`config.mk`:
```
export PLATFORM = sky130hd
export DESIGN_NAME = clock_page_replacement_core_flat
export DESIGN_NICKNAME = d
export VERILOG_FILES = /design/src/crp_pkg.sv /design/src/crp_in_if.sv /design/src/crp_out_if.sv /design/src/crp_cfg_if.sv /design/src/clock_page_replacement_core.sv /design/src/crp_ram.sv /design/src/crp_ctrl.sv /design/src/crp_datapath.sv /design/src/flat_wrapper.sv
export SDC_FILE = /design/constraint.sdc
export NUM_CORES = 2
export LEC_CHECK = 0
export BUFFER_PORTS_ARGS = -buffer_cell sky130_fd_sc_hd__buf_2
export CAP_MARGIN = 20
export CORE_MARGIN = 3
export CORE_UTILIZATION = 35
export CTS_CLUSTER_SIZE = 12
export DETAILED_ROUTE_END_ITERATION = 12
export PLACE_DENSITY = 0.49
export SYNTH_ARGS = -nofsm -noshare
export SYNTH_HDL_FRONTEND = slang
export SYNTH_SLANG_ARGS = --single-unit
```
`constraint.sdc`:
```
create_clock -name clk_i -period 6.4 [get_ports clk_i]
set_input_delay 0.64 -clock clk_i [delete_from_list [all_inputs] [get_ports clk_i]]
set_output_delay 0.64 -clock clk_i [all_outputs]
set_load 0.03 [all_outputs]
```
`src/crp_pkg.sv`:
```
// Shared constants, types and state encoding for the clock page replacement block.
package crp_pkg;

  localparam int PROGRAM_ID_W = 3;
  localparam int PAGE_W       = 16;
  localparam int STAMP_W      = 32;
  localparam int SLOT_W       = 4;
  localparam int CFG_W        = 5;

  localparam logic [CFG_W-1:0] FRAMES_IN_USE_RESET = 5'd16;

  localparam int NUM_PROGRAMS_DEFAULT       = 8;
  localparam int FRAMES_PER_PROGRAM_DEFAULT = 16;
  localparam int PAGE_BITS_DEFAULT          = 16;

  typedef enum logic [1:0] {
    ST_IDLE,
    ST_SWEEP,
    ST_COMMIT
  } crp_state_e;

  // Commands from the controller to the datapath.
  typedef struct packed {
    logic load;
    logic step;
    logic commit;
  } crp_cmd_t;

  // Status from the datapath to the controller.
  typedef struct packed {
    logic pass;
    logic out_free;
  } crp_status_t;

endpackage

```
`src/crp_in_if.sv`:
```
// Page fault channel: valid, ready and the fault fields.
interface crp_in_if;
  logic                             valid;
  logic                             ready;
  logic [crp_pkg::PROGRAM_ID_W-1:0] program_id;
  logic [crp_pkg::PAGE_W-1:0]       fault_page;
  logic [crp_pkg::STAMP_W-1:0]      time_stamp;

  modport source (output valid, program_id, fault_page, time_stamp, input ready);
  modport sink   (input valid, program_id, fault_page, time_stamp, output ready);
endinterface

```
`src/crp_out_if.sv`:
```
// Replacement result channel: valid, ready and the result fields.
interface crp_out_if;
  logic                        valid;
  logic                        ready;
  logic [crp_pkg::SLOT_W-1:0]  frame_slot;
  logic [crp_pkg::PAGE_W-1:0]  inserted_page;
  logic [crp_pkg::PAGE_W-1:0]  evicted_page;
  logic                        evicted_valid;
  logic [crp_pkg::STAMP_W-1:0] stamp_out;

  modport source (output valid, frame_slot, inserted_page, evicted_page, evicted_valid,
                  stamp_out, input ready);
  modport sink   (input valid, frame_slot, inserted_page, evicted_page, evicted_valid,
                  stamp_out, output ready);
endinterface

```
`src/crp_cfg_if.sv`:
```
// Configuration write channel carrying the frames_in_use register.
interface crp_cfg_if;
  logic                      valid;
  logic                      ready;
  logic [crp_pkg::CFG_W-1:0] frames_in_use;

  modport source (output valid, frames_in_use, input ready);
  modport sink   (input valid, frames_in_use, output ready);
endinterface

```
`src/clock_page_replacement_core.sv`:
```
// Top level of the clock (second-chance) page replacement block.
//
// Channels: fault_i takes one page fault per transaction (program, page,
// time stamp); result_o returns exactly one result per fault (frame slot,
// inserted page, evicted page and its flag, stamp). cfg_i writes
// frames_in_use, the ring length the hand sweeps; write it only while idle.
// Each program owns a ring of frames; pages sit in a RAM, reference and
// used bits and the hands sit in flops.
// Timing: a fault is taken in the idle state, then the hand sweep examines
// one frame a cycle (the passed frames plus the victim), then the commit
// state loads the result register. The sweep over the reference bits sets
// the time an item takes. The next fault is taken as soon as the commit
// is done, while the result still waits.
// Stall: a result held on result_o blocks only the next commit; the
// sweep of the following fault goes on meanwhile.
// Reset: all frames empty, hands at frame 0, frames_in_use at 16; no
// clearing pass is needed.
module clock_page_replacement_core #(
  parameter int NUM_PROGRAMS       = crp_pkg::NUM_PROGRAMS_DEFAULT,
  parameter int FRAMES_PER_PROGRAM = crp_pkg::FRAMES_PER_PROGRAM_DEFAULT,
  parameter int PAGE_BITS          = crp_pkg::PAGE_BITS_DEFAULT
) (
  input  logic       clk_i,
  input  logic       rst_ni,
  crp_cfg_if.sink    cfg_i,
  crp_in_if.sink     fault_i,
  crp_out_if.source  result_o
);

  crp_pkg::crp_cmd_t    cmd;
  crp_pkg::crp_status_t status;
  logic                 in_ready;

  assign fault_i.ready = in_ready;

  crp_ctrl u_ctrl (
    .clk_i      (clk_i),
    .rst_ni     (rst_ni),
    .in_valid_i (fault_i.valid),
    .in_ready_o (in_ready),
    .status_i   (status),
    .cmd_o      (cmd)
  );

  crp_datapath #(
    .NUM_PROGRAMS       (NUM_PROGRAMS),
    .FRAMES_PER_PROGRAM (FRAMES_PER_PROGRAM),
    .PAGE_BITS          (PAGE_BITS)
  ) u_datapath (
    .clk_i    (clk_i),
    .rst_ni   (rst_ni),
    .cfg      (cfg_i),
    .fault    (fault_i),
    .result   (result_o),
    .cmd_i    (cmd),
    .status_o (status)
  );

endmodule

```
`src/crp_ram.sv`:
```
// Generic single-write, single-read RAM with registered read data.
module crp_ram #(
  parameter int WIDTH = 16,
  parameter int DEPTH = 128
) (
  input  logic                     clk_i,
  input  logic                     we_i,
  input  logic [$clog2(DEPTH)-1:0] waddr_i,
  input  logic [WIDTH-1:0]         wdata_i,
  input  logic [$clog2(DEPTH)-1:0] raddr_i,
  output logic [WIDTH-1:0]         rdata_o
);

  logic [WIDTH-1:0] mem_q [DEPTH];
  logic [WIDTH-1:0] rdata_q;

  always_ff @(posedge clk_i) begin
    if (we_i) begin
      mem_q[waddr_i] <= wdata_i;
    end
    rdata_q <= mem_q[raddr_i];
  end

  assign rdata_o = rdata_q;

endmodule

```
`src/crp_ctrl.sv`:
```
// Controller: sequences load, hand sweep and commit of one page fault.
module crp_ctrl (
  input  logic                 clk_i,
  input  logic                 rst_ni,
  input  logic                 in_valid_i,
  output logic                 in_ready_o,
  input  crp_pkg::crp_status_t status_i,
  output crp_pkg::crp_cmd_t    cmd_o
);

  crp_pkg::crp_state_e state_q, state_d;

  always_ff @(posedge clk_i or negedge rst_ni) begin
    if (!rst_ni) begin
      state_q <= crp_pkg::ST_IDLE;
    end else begin
      state_q <= state_d;
    end
  end

  always_comb begin
    state_d = state_q;
    case (state_q)
      crp_pkg::ST_IDLE: begin
        if (in_valid_i) state_d = crp_pkg::ST_SWEEP;
      end
      crp_pkg::ST_SWEEP: begin
        // victim found: its page is being read this cycle
        if (!status_i.pass) state_d = crp_pkg::ST_COMMIT;
      end
      crp_pkg::ST_COMMIT: begin
        if (status_i.out_free) state_d = crp_pkg::ST_IDLE;
      end
      default: state_d = crp_pkg::ST_IDLE;
    endcase
  end

  always_comb begin
    in_ready_o  = 1'b0;
    cmd_o       = '0;
    case (state_q)
      crp_pkg::ST_IDLE: begin
        in_ready_o = 1'b1;
        cmd_o.load = in_valid_i;
      end
      crp_pkg::ST_SWEEP: begin
        cmd_o.step = status_i.pass;
      end
      crp_pkg::ST_COMMIT: begin
        cmd_o.commit = status_i.out_free;
      end
      default: begin
        in_ready_o = 1'b0;
      end
    endcase
  end

  a_load_only_idle: assert property (@(posedge clk_i) disable iff (!rst_ni)
    cmd_o.load |=> state_q == crp_pkg::ST_SWEEP)
    else $error("load did not start a sweep");

  a_commit_ends_item: assert property (@(posedge clk_i) disable iff (!rst_ni)
    cmd_o.commit |=> state_q == crp_pkg::ST_IDLE && in_ready_o)
    else $error("commit did not return to idle");

  a_commit_after_sweep: assert property (@(posedge clk_i) disable iff (!rst_ni)
    $rose(state_q == crp_pkg::ST_COMMIT) |-> $past(state_q) == crp_pkg::ST_SWEEP)
    else $error("commit state entered without a sweep");

endmodule

```
`src/crp_datapath.sv`:
```
// Datapath: frame status bits, hands, page RAM, ring size and result register.
module crp_datapath #(
  parameter int NUM_PROGRAMS       = crp_pkg::NUM_PROGRAMS_DEFAULT,
  parameter int FRAMES_PER_PROGRAM = crp_pkg::FRAMES_PER_PROGRAM_DEFAULT,
  parameter int PAGE_BITS          = crp_pkg::PAGE_BITS_DEFAULT
) (
  input  logic                 clk_i,
  input  logic                 rst_ni,
  crp_cfg_if.sink              cfg,
  crp_in_if.sink               fault,
  crp_out_if.source            result,
  input  crp_pkg::crp_cmd_t    cmd_i,
  output crp_pkg::crp_status_t status_o
);

  localparam int PW    = (NUM_PROGRAMS > 1) ? $clog2(NUM_PROGRAMS) : 1;
  localparam int FW    = $clog2(FRAMES_PER_PROGRAM);
  localparam int NW    = $clog2(FRAMES_PER_PROGRAM + 1);
  localparam int CW    = (NW > crp_pkg::CFG_W) ? NW : crp_pkg::CFG_W;
  localparam int DEPTH = NUM_PROGRAMS * FRAMES_PER_PROGRAM;
  localparam int AW    = $clog2(DEPTH);
  localparam int XW    = (PAGE_BITS > crp_pkg::PAGE_W) ? PAGE_BITS : crp_pkg::PAGE_W;
  localparam int SW    = (FW > crp_pkg::SLOT_W) ? FW : crp_pkg::SLOT_W;
  localparam int NID   = 2 ** crp_pkg::PROGRAM_ID_W;

  function automatic logic [PW-1:0] prog_mod(input logic [crp_pkg::PROGRAM_ID_W-1:0] id);
    logic [PW-1:0] r;
    r = '0;
    for (int i = 0; i < NID; i++) begin
      if (id == crp_pkg::PROGRAM_ID_W'(i)) r = PW'(i % NUM_PROGRAMS);
    end
    return r;
  endfunction

  logic [crp_pkg::CFG_W-1:0] cfg_q;
  logic [FW-1:0]             hand_q [NUM_PROGRAMS];
  logic [DEPTH-1:0]          used_q;
  logic [DEPTH-1:0]          ref_q;
  logic [PW-1:0]             prog_q;
  logic [FW-1:0]             h_q;
  logic [PAGE_BITS-1:0]      page_q;
  logic [crp_pkg::STAMP_W-1:0] stamp_q;

  logic                         out_valid_q;
  logic [crp_pkg::SLOT_W-1:0]   out_slot_q;
  logic [crp_pkg::PAGE_W-1:0]   out_ins_q;
  logic [crp_pkg::PAGE_W-1:0]   out_ev_q;
  logic                         out_evv_q;
  logic [crp_pkg::STAMP_W-1:0]  out_stamp_q;

  logic [CW-1:0]        cfg_ext, frames_c, ring_n, h_inc;
  logic [FW-1:0]        h_step, hand_sel, h_load;
  logic [PW-1:0]        prog_in;
  logic [AW-1:0]        idx;
  logic [PAGE_BITS-1:0] rdata;
  logic [XW-1:0]        fault_ext, page_ext, ev_ext;
  logic [SW-1:0]        slot_ext;
  logic                 evict;

  assign cfg.ready = 1'b1;

  // Clamp the programmed frame count into 1..FRAMES_PER_PROGRAM.
  assign cfg_ext  = CW'(cfg_q);
  assign frames_c = CW'(FRAMES_PER_PROGRAM);
  assign ring_n   = (cfg_q == '0) ? CW'(1) : ((cfg_ext > frames_c) ? frames_c : cfg_ext);

  assign h_inc  = CW'(h_q) + CW'(1);
  assign h_step = (h_inc == ring_n) ? '0 : FW'(h_inc);

  assign prog_in  = prog_mod(fault.program_id);
  assign hand_sel = hand_q[prog_in];
  // restart a hand left beyond a shrunk ring
  assign h_load   = (CW'(hand_sel) >= ring_n) ? '0 : hand_sel;

  assign idx = AW'(prog_q) * AW'(FRAMES_PER_PROGRAM) + AW'(h_q);

  assign fault_ext = XW'(fault.fault_page);
  assign page_ext  = XW'(page_q);
  assign evict     = used_q[idx];
  assign ev_ext    = evict ? XW'(rdata) : '0;
  assign slot_ext  = SW'(h_q);

  assign status_o.pass     = used_q[idx] && ref_q[idx];
  assign status_o.out_free = !out_valid_q || result.ready;

  crp_ram #(
    .WIDTH (PAGE_BITS),
    .DEPTH (DEPTH)
  ) u_page_ram (
    .clk_i   (clk_i),
    .we_i    (cmd_i.commit),
    .waddr_i (idx),
    .wdata_i (page_q),
    .raddr_i (idx),
    .rdata_o (rdata)
  );

  always_ff @(posedge clk_i or negedge rst_ni) begin
    if (!rst_ni) begin
      cfg_q       <= crp_pkg::FRAMES_IN_USE_RESET;
      used_q      <= '0;
      ref_q       <= '0;
      out_valid_q <= 1'b0;
      for (int p = 0; p < NUM_PROGRAMS; p++) begin
        hand_q[p] <= '0;
      end
    end else begin
      if (cfg.valid) cfg_q <= cfg.frames_in_use;
      if (cmd_i.step) ref_q[idx] <= 1'b0;
      if (cmd_i.commit) begin
        used_q[idx]    <= 1'b1;
        ref_q[idx]     <= 1'b1;
        hand_q[prog_q] <= h_step;
      end
      if (cmd_i.commit) begin
        out_valid_q <= 1'b1;
      end else if (result.ready) begin
        out_valid_q <= 1'b0;
      end
    end
  end

  always_ff @(posedge clk_i) begin
    if (cmd_i.load) begin
      prog_q  <= prog_in;
      h_q     <= h_load;
      page_q  <= fault_ext[PAGE_BITS-1:0];
      stamp_q <= fault.time_stamp;
    end else if (cmd_i.step) begin
      h_q <= h_step;
    end
    if (cmd_i.commit) begin
      out_slot_q  <= slot_ext[crp_pkg::SLOT_W-1:0];
      out_ins_q   <= page_ext[crp_pkg::PAGE_W-1:0];
      out_ev_q    <= ev_ext[crp_pkg::PAGE_W-1:0];
      out_evv_q   <= evict;
      out_stamp_q <= stamp_q;
    end
  end

  assign result.valid         = out_valid_q;
  assign result.frame_slot    = out_slot_q;
  assign result.inserted_page = out_ins_q;
  assign result.evicted_page  = out_ev_q;
  assign result.evicted_valid = out_evv_q;
  assign result.stamp_out     = out_stamp_q;

  a_result_from_commit: assert property (@(posedge clk_i) disable iff (!rst_ni)
    $rose(out_valid_q) |-> $past(cmd_i.commit))
    else $error("result raised without a commit");

  a_hand_in_ring: assert property (@(posedge clk_i) disable iff (!rst_ni)
    (cmd_i.step || cmd_i.commit) |-> CW'(h_q) < ring_n)
    else $error("hand outside the ring");

  a_step_clears_ref: assert property (@(posedge clk_i) disable iff (!rst_ni)
    cmd_i.step |=> !ref_q[$past(idx)])
    else $error("passed frame kept its reference bit");

  a_commit_marks_frame: assert property (@(posedge clk_i) disable iff (!rst_ni)
    cmd_i.commit |=> used_q[$past(idx)] && ref_q[$past(idx)])
    else $error("committed frame not marked used and referenced");

endmodule
```
`src/flat_wrapper.sv`:
```
// flat-port wrapper written by rule: the top's interface ports become plain ports
module clock_page_replacement_core_flat 
#(
  parameter int NUM_PROGRAMS       = crp_pkg::NUM_PROGRAMS_DEFAULT,
  parameter int FRAMES_PER_PROGRAM = crp_pkg::FRAMES_PER_PROGRAM_DEFAULT,
  parameter int PAGE_BITS          = crp_pkg::PAGE_BITS_DEFAULT
)
  (clk_i, rst_ni, cfg_i_valid, cfg_i_frames_in_use, cfg_i_ready, fault_i_valid, fault_i_program_id, fault_i_fault_page, fault_i_time_stamp, fault_i_ready, result_o_valid, result_o_frame_slot, result_o_inserted_page, result_o_evicted_page, result_o_evicted_valid, result_o_stamp_out, result_o_ready);
  crp_cfg_if cfg_i_i ();
  crp_in_if fault_i_i ();
  crp_out_if result_o_i ();
  input  logic clk_i;
  input  logic rst_ni;
  input wire logic [$bits(cfg_i_i.valid)-1:0] cfg_i_valid;
  input wire logic [$bits(cfg_i_i.frames_in_use)-1:0] cfg_i_frames_in_use;
  output wire logic [$bits(cfg_i_i.ready)-1:0] cfg_i_ready;
  input wire logic [$bits(fault_i_i.valid)-1:0] fault_i_valid;
  input wire logic [$bits(fault_i_i.program_id)-1:0] fault_i_program_id;
  input wire logic [$bits(fault_i_i.fault_page)-1:0] fault_i_fault_page;
  input wire logic [$bits(fault_i_i.time_stamp)-1:0] fault_i_time_stamp;
  output wire logic [$bits(fault_i_i.ready)-1:0] fault_i_ready;
  output wire logic [$bits(result_o_i.valid)-1:0] result_o_valid;
  output wire logic [$bits(result_o_i.frame_slot)-1:0] result_o_frame_slot;
  output wire logic [$bits(result_o_i.inserted_page)-1:0] result_o_inserted_page;
  output wire logic [$bits(result_o_i.evicted_page)-1:0] result_o_evicted_page;
  output wire logic [$bits(result_o_i.evicted_valid)-1:0] result_o_evicted_valid;
  output wire logic [$bits(result_o_i.stamp_out)-1:0] result_o_stamp_out;
  input wire logic [$bits(result_o_i.ready)-1:0] result_o_ready;
  assign cfg_i_i.valid = cfg_i_valid;
  assign cfg_i_i.frames_in_use = cfg_i_frames_in_use;
  assign cfg_i_ready = cfg_i_i.ready;
  assign fault_i_i.valid = fault_i_valid;
  assign fault_i_i.program_id = fault_i_program_id;
  assign fault_i_i.fault_page = fault_i_fault_page;
  assign fault_i_i.time_stamp = fault_i_time_stamp;
  assign fault_i_ready = fault_i_i.ready;
  assign result_o_valid = result_o_i.valid;
  assign result_o_frame_slot = result_o_i.frame_slot;
  assign result_o_inserted_page = result_o_i.inserted_page;
  assign result_o_evicted_page = result_o_i.evicted_page;
  assign result_o_evicted_valid = result_o_i.evicted_valid;
  assign result_o_stamp_out = result_o_i.stamp_out;
  assign result_o_i.ready = result_o_ready;
  clock_page_replacement_core #(.NUM_PROGRAMS(NUM_PROGRAMS), .FRAMES_PER_PROGRAM(FRAMES_PER_PROGRAM), .PAGE_BITS(PAGE_BITS)) u_core (.clk_i(clk_i), .rst_ni(rst_ni), .cfg_i(cfg_i_i), .fault_i(fault_i_i), .result_o(result_o_i));
endmodule
```
==> run metrics <==
sequential area share after synthesis 77.9%; Die H 523 um; clock share of power 30.2%; Placement Cell Area 0.101 mm2; fraction of synthesized area in multiplexers 4.55%; initial DRC count 8408; CP max-delay cell nor2_1; Post-synth top flop edfxtp_1; first-pass GRT wire length 478000 um; largest family of logic cells by synthesized area compound AO/OA/AOI/OAI gates; hold-critical path depth 1; Cell Chain, Critical Path clkinv_1 > nor2_1 > nand2_1 > a31oi_1 > nor4_1 > nand2_1 > a21oi_1 > o31ai_1; hold path endpoint u_core.u_datapath.prog_q[2]; Worst-Skew Late Latency 0.88 ns; Initial Util 35.2%; Post-Syn Area per Cell 17.1 um2; gpl congestion 0.988; P per Cell Area 447 mW/mm2; Synth Warn # 0; fin nets 5970; f_max 181 MHz; Yosys top cell area share 69.6%; dpl cells 9099; clock buffer depth 4; maximum fanout along the worst path 16; Slew HR 17.2%; Synth Area in Compound Gates 11.2%; biggest area consumer among synthesized cells edfxtp_1; DRC viols 0; HP Class input pin to register; setup slack, reg-to-reg 0.89 ns; antenna violations before repair 25; main area contributors after synthesis edfxtp_1 (70%), dfrtp_1 (7.9%), a22oi_1 (3.3%); vias in the first global route 55241; P&R area growth vs syn 17.0%; arrival time of the worst setup path 6.15 ns; setup TNS 0 ns; area of the multi-input gates 0.0194 mm2; core area 0.266 mm2; reg2reg path depth 8; mapped cell area 0.0937 mm2; WS Path Type register to register; Layout Cells excl Fill 9645; Worst Hold Launch fault_i_program_id[2]; Pint 31.5 mW; number of synthesized flops with an enable pin 2172; Slew @ Worst Pin 1.24 ns; Setup WS post-layout 0.890 ns; part of the power in registers 40.3%; Startpoint Class register; # setup viols final 0; GRT overflow 0; Inserted Clock Buffers 276; fin. max-slew vios 0; post-synthesis net count 5532; Yosys reg bits 2484; Synth Area in Adders 0.0668%; RSZ-0062 raised after global routing no; Tot Pwr 49.0 mW; sw power 17.5 mW; CTS tree done; Cells after Synth 5466; Hold Violations, Final 0; row count 189; Vias 57684; FILL cells 23845; CP most frequent cell nand2_1; most frequent cells in the layout edfxtp_1 (2172), a22oi_1 (407), dfrtp_1 (295); critical path's largest stage delay 1.13 ns; Final Cell Area 0.110 mm2; Synth Area in XOR/XNOR 0.0374%; wire per inst 36.5 um; Max VDD drop 0.326 mV; Register Area 0.0730 mm2; status completed; Synth Area in Simple Gates 4.33%; max-cap check violation count 0; Root Buffer Master clkbuf_16; Req. time, crit path 7.04 ns; Tot GR Track Use 25.1%; largest net degree at the start of global routing 138; r2r startpoint u_core.u_datapath.prog_q[1]; post-DP HPWL 215000 um; leading cell type in the layout, fill and taps excluded edfxtp_1; post_cts resized 0; Setup crit end kind register; port bufs 131; combinational power share 29.5%; layout cells sized above 1 21.8%; io pins 133; pre-CTS setup slack 1.44 ns; Final ANT Viol Nets 0; Worst-path clk slew 0.06 ns; die width 523 um; DR pass1 iterations 8; CTS Sinks 2484; Net Sw Frac 35.7%; Post-synth ARST share 11.9%; H-Tree Depth 5; reg2reg end u_core.u_datapath.u_page_ram.rdata_o[5]; Final Skew 0.0575 ns; Static Leak 36.5 nW; post-route minimum period 5.51 ns; die area 0.274 mm2; DR vias/cell 5.98; Synth cell types 83; Final period util 86.1%; WL final 352000 um
[worst max-delay path by stage]
stage	start	endpoint	depth (start not counted)	slack, ns
after floorplan	result_o_ready	u_core.u_datapath.u_page_ram.mem_q[87][0]	6	0.98
after global placement	u_core.u_datapath.prog_q[1]	u_core.u_datapath.u_page_ram.mem_q[49][7]	4	1.06
after detailed placement	u_core.u_datapath.prog_q[1]	u_core.u_datapath.u_page_ram.rdata_o[5]	8	1.44
after CTS	u_core.u_datapath.prog_q[1]	u_core.u_datapath.u_page_ram.rdata_o[5]	8	1.40
after global routing	u_core.u_datapath.prog_q[1]	u_core.u_datapath.u_page_ram.rdata_o[5]	8	1.10
final	u_core.u_datapath.prog_q[1]	u_core.u_datapath.u_page_ram.rdata_o[5]	8	0.89
[metal layers]
layer	share of wire (%)	GRT usage (%)	vias to the layer above	routed length [um]
met1	41	34.7	30524	144000
met3	10	7.24	721	36700
li1	-	-	23142	-
met4	5.0	10.9	10	17500
met5	0.018	0	-	62
met2	44	36.8	3287	154000
[state kept, by name, indices dropped and copies added, names as in the netlist, 3 cells and up]
register and count:
u_core.u_datapath.result.frame_slot 4, u_core.u_datapath.used_q 128, u_core.u_datapath.cfg_ext 5, u_core.u_datapath.u_page_ram.mem_q 2048, u_core.u_datapath.result.evicted_page 16, u_core.u_datapath.prog_q 3, u_core.u_datapath.result.stamp_out 32, u_core.u_datapath.h_q 4
u_core.u_datapath.u_page_ram.rdata_o 16, u_core.u_datapath.ref_q 128, u_core.u_datapath.result.inserted_page 16, u_core.u_datapath.page_ext 16, u_core.u_datapath.stamp_q 32, u_core.u_datapath.hand_q 32
[logic make-up after synthesis]
| family | count (synthesis) |
|---|---|
| compound gates | 1421 |
| xor+xnor | 4 |
| fa+ha+maj | 5 |
| buf+inv | 383 |
| flops | 2484 |
| mux | 319 |
| other cells | 1 |
| simple gates | 849 |
[stage by stage]
stage	hold slack [ns]	util [%]
after floorplan	0.344	-
after global placement	0.400	37.6
after detailed placement	0.405	37.9
after CTS	0.0732	41.2
after global routing	0.0773	41.2
final	0.112	41.3
[worst max-delay path: cells and delay by family, from the launching register on]
| kind | cells | cell delay [ns] |
|---|---|---|
| and+or+nand+nor | 4 | 2.29 |
| AOI/OAI and AO/OA | 3 | 1.13 |
| DFF | 1 | 0.99 |
| buffers and inverters | 1 | 0.85 |
[power by group through the flow]
stage	logic, mW	registers [mW]	clock network [mW]
2_1_floorplan	6.50	20.3	0
3_3_place_gp	14.0	20.0	0
4_1_cts	14.1	19.7	15.0
6_report	14.4	19.8	14.8
3_5_place_dp	14.0	20.0	0
5_1_grt	14.7	19.8	15.6
[cell usage after synthesis, drive strengths merged (4+ instances only)]
| cell type | number |
|---|---|
| a21o | 4 |
| nor3 | 25 |
| a31oi | 198 |
| a22o | 139 |
| and2 | 25 |
| nand2b | 16 |
| ha | 5 |
| o22ai | 25 |
| dfrtp | 295 |
| or2 | 132 |
| o221ai | 9 |
| a221oi | 243 |
| a211oi | 11 |
| inv | 12 |
| buf | 212 |
| nor4 | 10 |
| o311ai | 5 |
| dfxtp | 16 |
| o2111ai | 9 |
| mux2i | 111 |
| a22oi | 407 |
| nand4 | 58 |
| a221o | 23 |
| clkbuf | 156 |
| o21a | 4 |
| o211ai | 40 |
| a21oi | 135 |
| nor2b | 9 |
| nand2 | 125 |
| mux4 | 70 |
| a222oi | 24 |
| a311oi | 7 |
| edfxtp | 2172 |
| mux2 | 138 |
| a21bo | 6 |
| o21ai | 98 |
| nand3 | 49 |
| o2bb2ai | 5 |
| nor2 | 383 |
[cell type report]
class | instances | share of cell area (%)
Timing Repair Buffer | 528 | 4.22
Clock inverter | 84 | 0.565
Sequential cell | 2484 | 66.5
Multi-Input combinational cell | 2599 | 17.7
Tap cell | 3533 | 4.03
Clock buffer | 391 | 6.86
Inverter | 15 | 0.0582
Antenna cell | 11 | 0.0251
[repair_timing]
item	4_1_cts	5_1_grt
endpoints found under the setup margin	0	0
hold endpoints to repair	139	0
hold buffers	54	0
setup buffers	0	0
Note: power is estimated with default switching activity, not from simulation.
